--- src/hw/rtl/lcbb_pkg.sv ---
`timescale 1ns / 1ps
// ----------------------------------------------------------------------------
// lcbb_pkg
// Shared types for the LRU cache with byte budget: command and result codes,
// datapath operations and the control/status bundles between the two halves.
// ----------------------------------------------------------------------------
package lcbb_pkg;

  typedef enum logic [1:0] {
    CMD_FIND   = 2'd0,
    CMD_INSERT = 2'd1,
    CMD_CLEAR  = 2'd2,
    CMD_NOP    = 2'd3
  } cmd_e;

  typedef enum logic [1:0] {
    RES_FIND    = 2'd0,
    RES_RELEASE = 2'd1,
    RES_DONE    = 2'd2
  } res_kind_e;

  typedef enum logic [3:0] {
    DP_NONE,
    DP_LOAD,
    DP_SCAN_RD,
    DP_SCAN_CMP,
    DP_FIND_EMIT,
    DP_RD_VICTIM,
    DP_RD_OLDEST,
    DP_RD_RANK,
    DP_COMMIT,
    DP_CLR_PUSH,
    DP_PLACE,
    DP_FINISH
  } dp_op_e;

  typedef enum logic [3:0] {
    S_IDLE,
    S_SCAN_RD,
    S_SCAN_CMP,
    S_FIND_EMIT,
    S_EV_RD,
    S_EV_CM,
    S_FULL_CHK,
    S_FULL_CM,
    S_PLACE,
    S_OVER_CHK,
    S_OVER_CM,
    S_CLR_RD,
    S_CLR_EMIT,
    S_FINISH
  } state_e;

  typedef struct packed {
    dp_op_e op;
  } dp_cmd_t;

  typedef struct packed {
    cmd_e cmd;
    logic match_now;
    logic scan_last;
    logic full;
    logic over;
    logic clr_done;
  } dp_stat_t;

endpackage

--- src/hw/rtl/lcbb_ctrl.sv ---
`timescale 1ns / 1ps
// ----------------------------------------------------------------------------
// lcbb_ctrl
// Sequencer: walks each command through key scan, evictions, placement,
// clear walk and result flush by issuing at most one datapath operation a cycle.
// ----------------------------------------------------------------------------
module lcbb_ctrl (
  input  logic              clk_i,
  input  logic              rst_ni,
  input  logic              start_i,
  input  logic [1:0]        command_i,
  input  lcbb_pkg::dp_stat_t stat_i,
  output lcbb_pkg::dp_cmd_t  cmd_o,
  output logic              busy_o
);
  import lcbb_pkg::*;

  state_e state_q, state_d;

  always_ff @(posedge clk_i or negedge rst_ni) begin
    if (!rst_ni) begin
      state_q <= S_IDLE;
    end else begin
      state_q <= state_d;
    end
  end

  always_comb begin
    state_d   = state_q;
    cmd_o.op  = DP_NONE;
    unique case (state_q)
      S_IDLE: begin
        if (start_i) begin
          cmd_o.op = DP_LOAD;
          unique case (cmd_e'(command_i))
            CMD_FIND, CMD_INSERT: state_d = S_SCAN_RD;
            CMD_CLEAR:            state_d = S_CLR_RD;
            CMD_NOP:              state_d = S_FINISH;
          endcase
        end
      end
      S_SCAN_RD: begin
        cmd_o.op = DP_SCAN_RD;
        state_d  = S_SCAN_CMP;
      end
      S_SCAN_CMP: begin
        cmd_o.op = DP_SCAN_CMP;
        if (stat_i.match_now) begin
          state_d = (stat_i.cmd == CMD_FIND) ? S_FIND_EMIT : S_EV_RD;
        end else if (stat_i.scan_last) begin
          state_d = (stat_i.cmd == CMD_FIND) ? S_FIND_EMIT : S_FULL_CHK;
        end else begin
          state_d = S_SCAN_RD;
        end
      end
      S_FIND_EMIT: begin
        cmd_o.op = DP_FIND_EMIT;
        state_d  = S_IDLE;
      end
      S_EV_RD: begin
        cmd_o.op = DP_RD_VICTIM;
        state_d  = S_EV_CM;
      end
      S_EV_CM: begin
        cmd_o.op = DP_COMMIT;
        state_d  = S_FULL_CHK;
      end
      S_FULL_CHK: begin
        if (stat_i.full) begin
          cmd_o.op = DP_RD_OLDEST;
          state_d  = S_FULL_CM;
        end else begin
          state_d = S_PLACE;
        end
      end
      S_FULL_CM: begin
        cmd_o.op = DP_COMMIT;
        state_d  = S_PLACE;
      end
      S_PLACE: begin
        cmd_o.op = DP_PLACE;
        state_d  = S_OVER_CHK;
      end
      S_OVER_CHK: begin
        if (stat_i.over) begin
          cmd_o.op = DP_RD_OLDEST;
          state_d  = S_OVER_CM;
        end else begin
          state_d = S_FINISH;
        end
      end
      S_OVER_CM: begin
        cmd_o.op = DP_COMMIT;
        state_d  = S_OVER_CHK;
      end
      S_CLR_RD: begin
        if (stat_i.clr_done) begin
          state_d = S_FINISH;
        end else begin
          cmd_o.op = DP_RD_RANK;
          state_d  = S_CLR_EMIT;
        end
      end
      S_CLR_EMIT: begin
        cmd_o.op = DP_CLR_PUSH;
        state_d  = S_CLR_RD;
      end
      S_FINISH: begin
        cmd_o.op = DP_FINISH;
        state_d  = S_IDLE;
      end
      default: state_d = S_IDLE;
    endcase
  end

  assign busy_o = (state_q != S_IDLE);

endmodule

--- config.mk ---
export PLATFORM = sky130hd
export DESIGN_NAME = lcbb_ctrl
export DESIGN_NICKNAME = d
export VERILOG_FILES = /design/src/hw/rtl/lcbb_pkg.sv /design/src/hw/rtl/lcbb_ctrl.sv
export SDC_FILE = /design/constraint.sdc
export NUM_CORES = 1
export LEC_CHECK = 0
export BUFFER_PORTS_ARGS = -buffer_cell sky130_fd_sc_hd__buf_2
export CORE_AREA = 4 4 41 43
export CTS_CLUSTER_SIZE = 12
export DETAILED_ROUTE_END_ITERATION = 7
export DIE_AREA = 0 0 45 47
export GPL_ROUTABILITY_DRIVEN = 0
export PLACE_DENSITY = 0.77
export SYNTH_ARGS = -nofsm -noshare
export SYNTH_HDL_FRONTEND = slang
export SYNTH_SLANG_ARGS = --single-unit
export TNS_END_PERCENT = 100
--- constraint.sdc ---
create_clock -name clk_i -period 2.6 [get_ports clk_i]
set_input_delay 0.26 -clock clk_i [delete_from_list [all_inputs] [get_ports clk_i]]
set_output_delay 0.26 -clock clk_i [all_outputs]
set_load 0.02 [all_outputs]
==> impl_metrics.csv, run 1 <==
group,metric,value,unit
outcome,outcome,"completed",
sta,finalHoldViolations,0,
hold_path,hold_path_end,"state_q[2]",
layout,fin_nets,102,
cts,clk_latency,240,ps
cts,htreeDepth,1,
sta,rsz0062_at_grt,"false",
synthesis,synth_most_common_cell,"nor2_1",
global_routing,grt_pass1_vias,486,
critical_path,slowest_delay,760,ps
synthesis,synthArstFlopShare,1.00,
hold_path,min-delay-path-class,"in -> reg",
routing,drt-met1-wl,559,um
global_routing,grt.total_usage,0.142,
critical_path,crit_chain,"nor2_1, a211o_2, o21ai_0, o221ai_1, buf_2",
synthesis,synth_edf_count,0,
die,io_pins,17,
cts,cts_sinks,4,
layout,final_cells,103,
power_and_ir_drop,p_leak,0.267,nW
die,num_rows,13,
critical_path,cp_max_fo,22,
critical_path,startpoint_type,"flop",
global_routing,grt_max_degree,23,
hold_path,min_delay_path_depth,3,
placement,numPortBuffers,16,
cts,root_buffer,"clkbuf_4",
synthesis,yosysSeqAreaShare,0.176,
routing,highest_layer,"met4",
sta,drv_slew,0,
critical_path,end_kind,"primary output",
flow_run,maxCapViolCount,0,
sta,finalCritPeriodShare,0.804,
critical_path,r2r-end,"state_q[0]",
critical_path,worstPathArrival,1830,ps
global_routing,grt_remaining_overflow,0,
routing,drc,0,
layout,multi_input_area,399,um2
critical_path,ff2ff_path_depth,4,
sta,worst_slew_pin_slew,663,ps
routing,ant_nets,0,
sta,setup_viol,0,
layout,top_register,"state_q",
global_routing,grt_pass1_wl,2.14,mm
critical_path,cp-startpoint,"state_q[1]",
layout,layout-drive-gt1-share,0.307,
routing,wl_met2,614,um
cts,post-cts-setup-buffer-count,0,
critical_path,r2r_start,"state_q[3]",
routing,via_count,611,
die,design.core.area,1300,um2
synthesis,synthCells,75,
synthesis,synth_top_area_frac,0.176,
synthesis,synthTopCellsByCount,"nor2_1 (8), nand2_1 (7), o21ai_0 (7)",
cts,clkTransAtPathRegs,40,ps
layout,diodes,0,
critical_path,slowest_stage,"dfrtp_1",
sta,fmax,479,MHz
critical_path,r2r_slack,950,ps
die,start_util,0.437,
synthesis,yosysWarningCount,0,
routing,met3WireLength,119,um
critical_path,required,2340,ps
placement,place_hpwl,928,um
die,die-area,2120,um2
synthesis,syn_avg_cell_area,7.57,um2
synthesis,yosysUniqueCellTypes,36,
sta,worst_clock_skew,3.40,ps
layout,seqCellArea,100,um2
layout,largest_register_ffs,4,
power_and_ir_drop,ir_drop,0.000441,V
cts,cts_tree,"yes",
sta,min_period,2090,ps
power_and_ir_drop,power.total,0.000797,W
synthesis,synth_area,568,um2
global_routing,antenna_found_initial,0,
routing,vias_per_cell,5.93,
synthesis,syn-num-nets,87,
die,die_y,47,um
routing,initialDrtViolationCount,16,
layout,syn_to_final_growth,13.0,%
cts,cts_buffer_depth,2,
synthesis,ys_seq_elements,4,
die,die_w,45,um
routing,wl_per_cell,12.8,um
synthesis,yosysTopAreaCell,"dfrtp_1",
power_and_ir_drop,power_density,1240,nW/um2
routing,drt_first_pass_iters,4,
synthesis,synth-main-ff-cell,"dfrtp_1",
cts,numCtsBuffers,3,
placement,dp.cells,99,
layout,reg_top3,"state_q: 4 flops",
sta,max_slew_margin,0.558,
sta,tns,0,ps
critical_path,path_class,"reg -> out",
routing,wirelength,1.32,mm
sta,hold_ws,359,ps
synthesis,synth_area_leaders,"dfrtp_1 (18%), o21ai_0 (6.2%), buf_4 (5.3%)",
layout,nFillCells,131,
hold_path,hp-start,"command_i[1]",
## worst max path at each step
stage / end / slack, ps
finish: cmd_o[1] / 510
CTS: cmd_o[1] / 510
detailed placement: cmd_o[1] / 770
global placement: cmd_o[1] / 800
global route: cmd_o[1] / 360
floorplan: cmd_o[2] / 1010
## what timing repair did
| action | in CTS | in global routing |
|---|---|---|
| hold endpoints to repair | 4 | 0 |
| gates resized for setup | 0 | 0 |
| hold buffers | 1 | 0 |
## cells by family (layout without fill, tap and decap cells)
logic type | count (synthesis) | count (layout) | share of synthesized area
flip-flops | 4 | 4 | 0.176
buffers and inverters | 10 | 23 | 0.121
XOR/XNOR | 1 | 1 | 0.0154
multiplexers | 1 | 1 | 0.0198
AO/OA/AOI/OAI | 26 | 26 | 0.348
AND/OR/NAND/NOR | 33 | 33 | 0.319
## cell type report
| cell class | instances | area share |
|---|---|---|
| Tap cell | 15 | 0.0292 |
| Clock buffer | 3 | 0.0351 |
| Multi-Input combinational cell | 61 | 0.622 |
| Sequential cell | 4 | 0.156 |
| Timing Repair Buffer | 17 | 0.140 |
| Inverter | 3 | 0.0175 |
## power by group
group	switching [W]	internal, W	total [W]
sequential	0.000139	0.0000910	0.000230
clock	0.0000256	0.0000516	0.0000773
combinational	0.000267	0.000223	0.000490
total	0.000432	0.000365	0.000797
## routing by layer
layer  global-route usage  vias up
met5                    0        -
met4                0.123        0
met3               0.0230        6
met2                0.206       33
met1                0.182      267
li1                     -      305
## cells in the final DEF (no fill, tap or decap), drive strengths merged
| cell | synthesis | routed |
|---|---|---|
| nand3b | 1 | 1 |
| and2 | 1 | 1 |
| nand2 | 7 | 7 |
| and2b | 1 | 1 |
| a311o | 1 | 1 |
| xor2 | 1 | 1 |
| nand4 | 1 | 1 |
| dfrtp | 4 | 4 |
| nor2b | 2 | 2 |
| nand3 | 5 | 5 |
| o21a | 1 | 1 |
| o21ai | 7 | 7 |
| a221oi | 1 | 1 |
| a41oi | 2 | 2 |
| o22ai | 1 | 1 |
| a21boi | 1 | 1 |
| nor4 | 1 | 1 |
| buf | 7 | 16 |
| a211o | 1 | 1 |
| nor2 | 8 | 8 |
| o41a | 1 | 1 |
| a21oi | 5 | 5 |
| a31oi | 1 | 1 |
| dlygate4sd3 | 0 | 1 |
| mux2 | 1 | 1 |
| o41ai | 1 | 1 |
| inv | 3 | 3 |
| clkbuf | 0 | 3 |
| o221ai | 3 | 3 |
| and3 | 2 | 2 |
| nand2b | 3 | 3 |
| or3 | 1 | 1 |
## per-stage QoR
| step | area (um2) | utilization | worst slack (ps) |
|---|---|---|---|
| after floorplan | 568 | - | 1010 |
| after global placement | 609 | 0.468 | 799 |
| after detailed placement | 609 | 0.468 | 774 |
| after CTS | 642 | 0.493 | 513 |
| after global routing | 642 | 0.493 | 357 |
| final | 642 | 0.493 | 510 |
## worst max-delay path: cells and delay by family, from the launching register on
| family | cells | cell delay, ps |
|---|---|---|
| AO/OA/AOI/OAI | 3 | 520 |
| buffers and inverters | 1 | 190 |
| flip-flops | 1 | 760 |
| AND/OR/NAND/NOR | 1 | 130 |
Note: power is estimated with default switching activity, not from simulation.
==> inputs of run 2 (changes only) <==
- ABC_AREA: unset -> 1
- PLACE_DENSITY: 0.77 -> 0.7
- clock period: 2.6 -> 2.07 ns (I/O delays scaled with it)
==> impl_metrics.csv, run 2 <==
group,metric,value,unit
cts,htreeDepth,1,
cts,clk_latency,230,ps
layout,syn_to_final_growth,25.5,%
routing,vias_per_cell,5.08,
outcome,outcome,"completed",
power_and_ir_drop,switching_share,0.573,
cts,clkTransAtPathRegs,40,ps
critical_path,cp_max_fo,7,
routing,initialDrtViolationCount,26,
synthesis,yosysUniqueCellTypes,18,
critical_path,r2r_start,"state_q[2]",
power_and_ir_drop,p_comb_frac,0.690,
global_routing,grt_pass1_vias,562,
routing,drt_first_pass_iters,4,
sta,worst_slew_pin_slew,311,ps
cts,cts.repair.resized,0,
synthesis,synth_top_area_frac,0.206,
die,design.core.area,1300,um2
synthesis,syn_avg_cell_area,5.45,um2
sta,setup_viol,0,
critical_path,cp-startpoint,"state_q[2]",
synthesis,synth-main-ff-cell,"dfrtp_1",
cts,numCtsBuffers,3,
sta,min_period,1730,ps
placement,place_area,577,um2
routing,wirelength,1.26,mm
critical_path,required,1860,ps
cts,cts_sinks,4,
sta,max_slew_margin,0.792,
layout,final_cells,123,
layout,largest_register_ffs,4,
global_routing,grt_max_degree,10,
critical_path,cpMostUsedCell,"nand2_1",
routing,wl_met2,642,um
routing,via_count,625,
synthesis,synth_area_leaders,"dfrtp_1 (21%), nand2_1 (19%), nor2_1 (16%)",
cts,cts_tree,"yes",
critical_path,crit_chain,"inv_2, nand2_1, nor2_1, nand2_1, o21ai_1, inv_1, nand3_1, buf_2",
cts,cts_buffer_depth,2,
die,io_pins,17,
layout,fin_nets,122,
synthesis,yosysSeqAreaShare,0.206,
die,die_y,47,um
layout,layout_commonest_cell,"nand2_1",
critical_path,path_class,"reg -> out",
sta,finalCritPeriodShare,0.836,
synthesis,synthArstFlopShare,1.00,
synthesis,synth_edf_count,0,
synthesis,synthTopCellsByCount,"nand2_1 (24), nor2_1 (21), nand3_1 (11)",
critical_path,slowest_delay,460,ps
power_and_ir_drop,pwr-share-clk,0.100,
global_routing,grt.total_usage,0.144,
layout,final_util,0.468,
sta,finalHoldViolations,0,
synthesis,synthCells,89,
critical_path,end_kind,"primary output",
layout,diodes,0,
flow_run,maxCapViolCount,0,
routing,drc,0,
synthesis,synth_most_common_cell,"nand2_1",
layout,top_register,"state_q",
routing,highest_layer,"met4",
routing,ant_nets,0,
sta,fmax,578,MHz
die,num_rows,13,
global_routing,grt_remaining_overflow,0,
layout,reg_top3,"state_q: 4 flops",
critical_path,worstPathArrival,1520,ps
sta,rsz0062_at_grt,"false",
power_and_ir_drop,p_sw,0.000531,W
placement,dp.cells,119,
power_and_ir_drop,p_int,0.000397,W
power_and_ir_drop,ir_drop,0.000576,V
placement,numPortBuffers,16,
synthesis,synth_area,485,um2
layout,nFillCells,154,
die,die-area,2120,um2
power_and_ir_drop,p_leak,0.346,nW
power_and_ir_drop,sequentialPowerShare,0.211,
layout,layout-drive-gt1-share,0.259,
global_routing,antenna_found_initial,0,
sta,drv_slew,0,
synthesis,yosysWarningCount,0,
routing,wl_per_cell,10.3,um
global_routing,grt_pass1_wl,2.28,mm
critical_path,slowest_stage,"dfrtp_1",
die,start_util,0.373,
sta,tns,0,ps
die,die_w,45,um
synthesis,syn-num-nets,101,
routing,met3WireLength,82,um
power_and_ir_drop,power_density,1520,nW/um2
layout,final_cell_mix,"nand2_1 (24), nor2_1 (21), buf_2 (16)",
routing,drt-met1-wl,527,um
hold_path,min-delay-path-class,"in -> reg",
critical_path,startpoint_type,"flop",
layout,finish.instance_area,609,um2
sta,worst_clock_skew,4.02,ps
synthesis,yosysTopAreaCell,"dfrtp_1",
hold_path,hp-start,"start_i",
placement,place_hpwl,1.06,mm
synthesis,ys_seq_elements,4,
cts,root_buffer,"clkbuf_4",
-- run 2: cell types whose count changed in the layout (fill, tap and decap cells not counted), sizes merged, moves of 2 or more --
cell    change
nand2      +17
nor2       +17
inv         +9
nand3       +6
o21ai       -5
a21oi       -4
nand2b      -3
o221ai      -3
a41oi       -2
and3        -2
nand4       +2
nor2b       -2
o211ai      +2
-- run 2: final cells by class --
cell class / instances / area [um2] / area share
inverter: 12 / 45.0 / 0.0739
clock buffer: 3 / 22.5 / 0.0370
multi-input combinational: 72 / 333 / 0.546
tap: 15 / 18.8 / 0.0308
sequential: 4 / 100 / 0.164
timing repair buffer: 17 / 90.1 / 0.148
-- run 2: per-stage QoR --
stage | setup slack, ps | hold slack, ps | power [W]
global placement | 619 | 12.3 | 0.000835
CTS | 345 | 256 | 0.000938
finish | 339 | 265 | 0.000928
detailed placement | 597 | 13.1 | 0.000835
global route | 195 | 271 | 0.00104
floorplan | 705 | -88.6 | 0.000670
-- run 2: metal layers --
layer  vias up  global-route usage
met3         2              0.0383
met1       275               0.176
met4         0              0.0351
met2        21               0.251
li1        327                   -
met5         -                   0
-- run 2: repair_timing --
action                                 CTS  global route
endpoints found under the hold margin    4             0
setup buffers                            0             0
hold buffers                             1             0
-- run 2: worst max-delay path, delay by kind of cell (launching register included) --
kind | cells | cell delay [ps]
AOI/OAI and AO/OA | 1 | 80
buffers and inverters | 3 | 350
DFF | 1 | 460
and+or+nand+nor | 4 | 410
-- run 2: worst paths after layout --
kind | to | slack (ps) | cells after the start
max | cmd_o[0] | 340 | 8
min | state_q[3] | 270 | 3
max in group asynchronous | state_q[1] | 1640 | 2
max reg2reg | state_q[2] | 760 | 4
min reg2reg | state_q[3] | 820 | 4
min in group asynchronous | state_q[3] | 310 | 2
-- run 2: power groups by stage --
stage | sequential, W | combinational [W] | clock, W
after global routing | 0.000202 | 0.000733 | 0.000101
after detailed placement | 0.000194 | 0.000642 | 0
after CTS | 0.000193 | 0.000646 | 0.0000991
after floorplan | 0.000158 | 0.000512 | 0
final | 0.000195 | 0.000640 | 0.0000927
after global placement | 0.000191 | 0.000644 | 0
-- run 2: cell families after synthesis --
family / synth area share
AND/OR/NAND/NOR: 0.577
buffers and inverters: 0.108
AO/OA/AOI/OAI: 0.108
flip-flops: 0.206
==> inputs of run 3 (changes only) <==
- ABC_AREA: 1 -> 0
- PLACE_DENSITY: 0.7 -> 0.8
- clock period: 2.07 -> 1.5 ns (I/O delays scaled with it)
==> impl_metrics.csv, run 3 (synthesis gave the netlist of run 1 again) <==
group,metric,value,unit
cts,clk_latency,230,ps
critical_path,slowest_delay,440,ps
cts,cts_sinks,4,
placement,numPortBuffers,16,
global_routing,grtUsageMet1,0.185,
sta,worst_clock_skew,3.58,ps
hold_path,min-delay-path-class,"in -> async",
layout,top_register,"state_q",
critical_path,slowest_stage,"dfrtp_2",
routing,via_count,719,
cts,root_buffer,"clkbuf_4",
sta,drv_slew,0,
power_and_ir_drop,power.total,0.00214,W
critical_path,end_kind,"primary output",
die,die_y,47,um
routing,ant_nets,0,
critical_path,path_buf_inv,2,
cts,cts_tree,"yes",
cts,cts_buffer_depth,2,
die,num_rows,13,
global_routing,grt_pass1_vias,706,
global_routing,grt_pass1_wl,2.77,mm
outcome,outcome,"finished, violations left",
cts,numCtsBuffers,3,
sta,setup_viol,8,
global_routing,use_met2,0.350,
sta,max_slew_margin,0.757,
placement,place_hpwl,1.17,mm
die,design.core.area,1300,um2
critical_path,required,1350,ps
die,die_w,45,um
routing,wl_per_cell,16.1,um
power_and_ir_drop,ir_drop,0.00110,V
routing,initialDrtViolationCount,15,
layout,layout_commonest_cell,"buf_4",
layout,largest_register_ffs,4,
critical_path,path_delay_family,"compound AO/OA/AOI/OAI gates",
outcome,violations,"negative setup slack",
global_routing,busiest_layer,"met2",
critical_path,cp_max_fo,8,
layout,layout-drive-gt1-share,0.565,
global_routing,grt.total_usage,0.176,
sta,rsz0062_at_grt,"true",
global_routing,use_met3,0.0268,
layout,final_util,0.694,
layout,reg_top3,"state_q: 4 flops",
sta,worst_slew_pin_slew,362,ps
global_routing,grt_max_degree,15,
critical_path,startpoint_type,"flop",
sta,finalCritPeriodShare,1.13,
cts,clkTransAtPathRegs,40,ps
sta,min_period,1690,ps
routing,wirelength,1.98,mm
sta,tns,-902,ps
critical_path,path_class,"reg -> out",
critical_path,worstPathArrival,1540,ps
global_routing,grt_remaining_overflow,0,
global_routing,antenna_found_initial,0,
critical_path,crit_chain,"buf_8, a211o_4, o21ai_2, o221ai_1, buf_4",
layout,fin_nets,122,
power_and_ir_drop,p_leak,0.385,nW
routing,vias_per_cell,5.85,
sta,timing.final.ws_setup,-188,ps
placement,post-place-ws,-15.0,ps
die,die-area,2120,um2
die,start_util,0.437,
flow_run,maxCapViolCount,0,
layout,syn_to_final_growth,59.0,%
routing,drc,0,
die,io_pins,17,
sta,finalHoldViolations,0,
sta,fmax,592,MHz
layout,diodes,0,
power_and_ir_drop,power_density,2370,nW/um2
routing,drt_first_pass_iters,4,
cts,htreeDepth,1,
layout,final_cell_mix,"buf_4 (18), buf_2 (12), nand2_1 (7), nor2_1 (7), o21ai_0 (5)",
==> run 3: worst paths after layout <==
| check | from | to | slack, ps | cells after the start |
|---|---|---|---|---|
| max reg2reg | state_q[3] | state_q[3] | -120 | 6 |
| max in group asynchronous | rst_ni | state_q[1] | 1110 | 2 |
| min reg2reg | state_q[0] | state_q[0] | 770 | 3 |
| min | rst_ni | state_q[0] | 250 | 2 |
| min in group clk_i | command_i[1] | state_q[2] | 250 | 3 |
| max | state_q[1] | cmd_o[1] | -190 | 5 |
==> run 3: final cells by class <==
class,count,area [um2]
Multi-Input combinational cell,61,468
Tap cell,15,18.8
Sequential cell,4,104
Inverter,3,11.3
Fill cell,99,398
Clock buffer,3,22.5
Timing Repair Buffer,37,279
==> run 3: through the flow <==
step | instances | cell area, um2 | hold WS (ps)
2_1_floorplan | 75 | 568 | -146
3_3_place_gp | 111 | 699 | -42.6
3_5_place_dp | 111 | 699 | -41.6
4_1_cts | 118 | 779 | 247
5_1_grt | 123 | 903 | 269
6_report | 123 | 903 | 251
==> run 3: repair_timing <==
item / in CTS / in global routing
hold buffers: 1 / 0
gates cloned: 0 / 0
setup buffers: 3 / 5
endpoints found under the setup margin: 9 / 9
endpoints found under the hold margin: 4 / 0
pin swaps: 2 / 6
resized for setup: 11 / 17
==> run 3: layer usage <==
metal / wire (um) / share of wire
met1: 781 / 0.39
met5: 0 / 0
met4: 46 / 0.023
met2: 1060 / 0.54
met3: 89 / 0.045
==> run 3: power breakdown <==
group / internal (W) / switching (W)
Clock: 0.0000899 / 0.0000493
Sequential: 0.000169 / 0.0000825
Combinational: 0.000861 / 0.000887
Total: 0.00112 / 0.00102
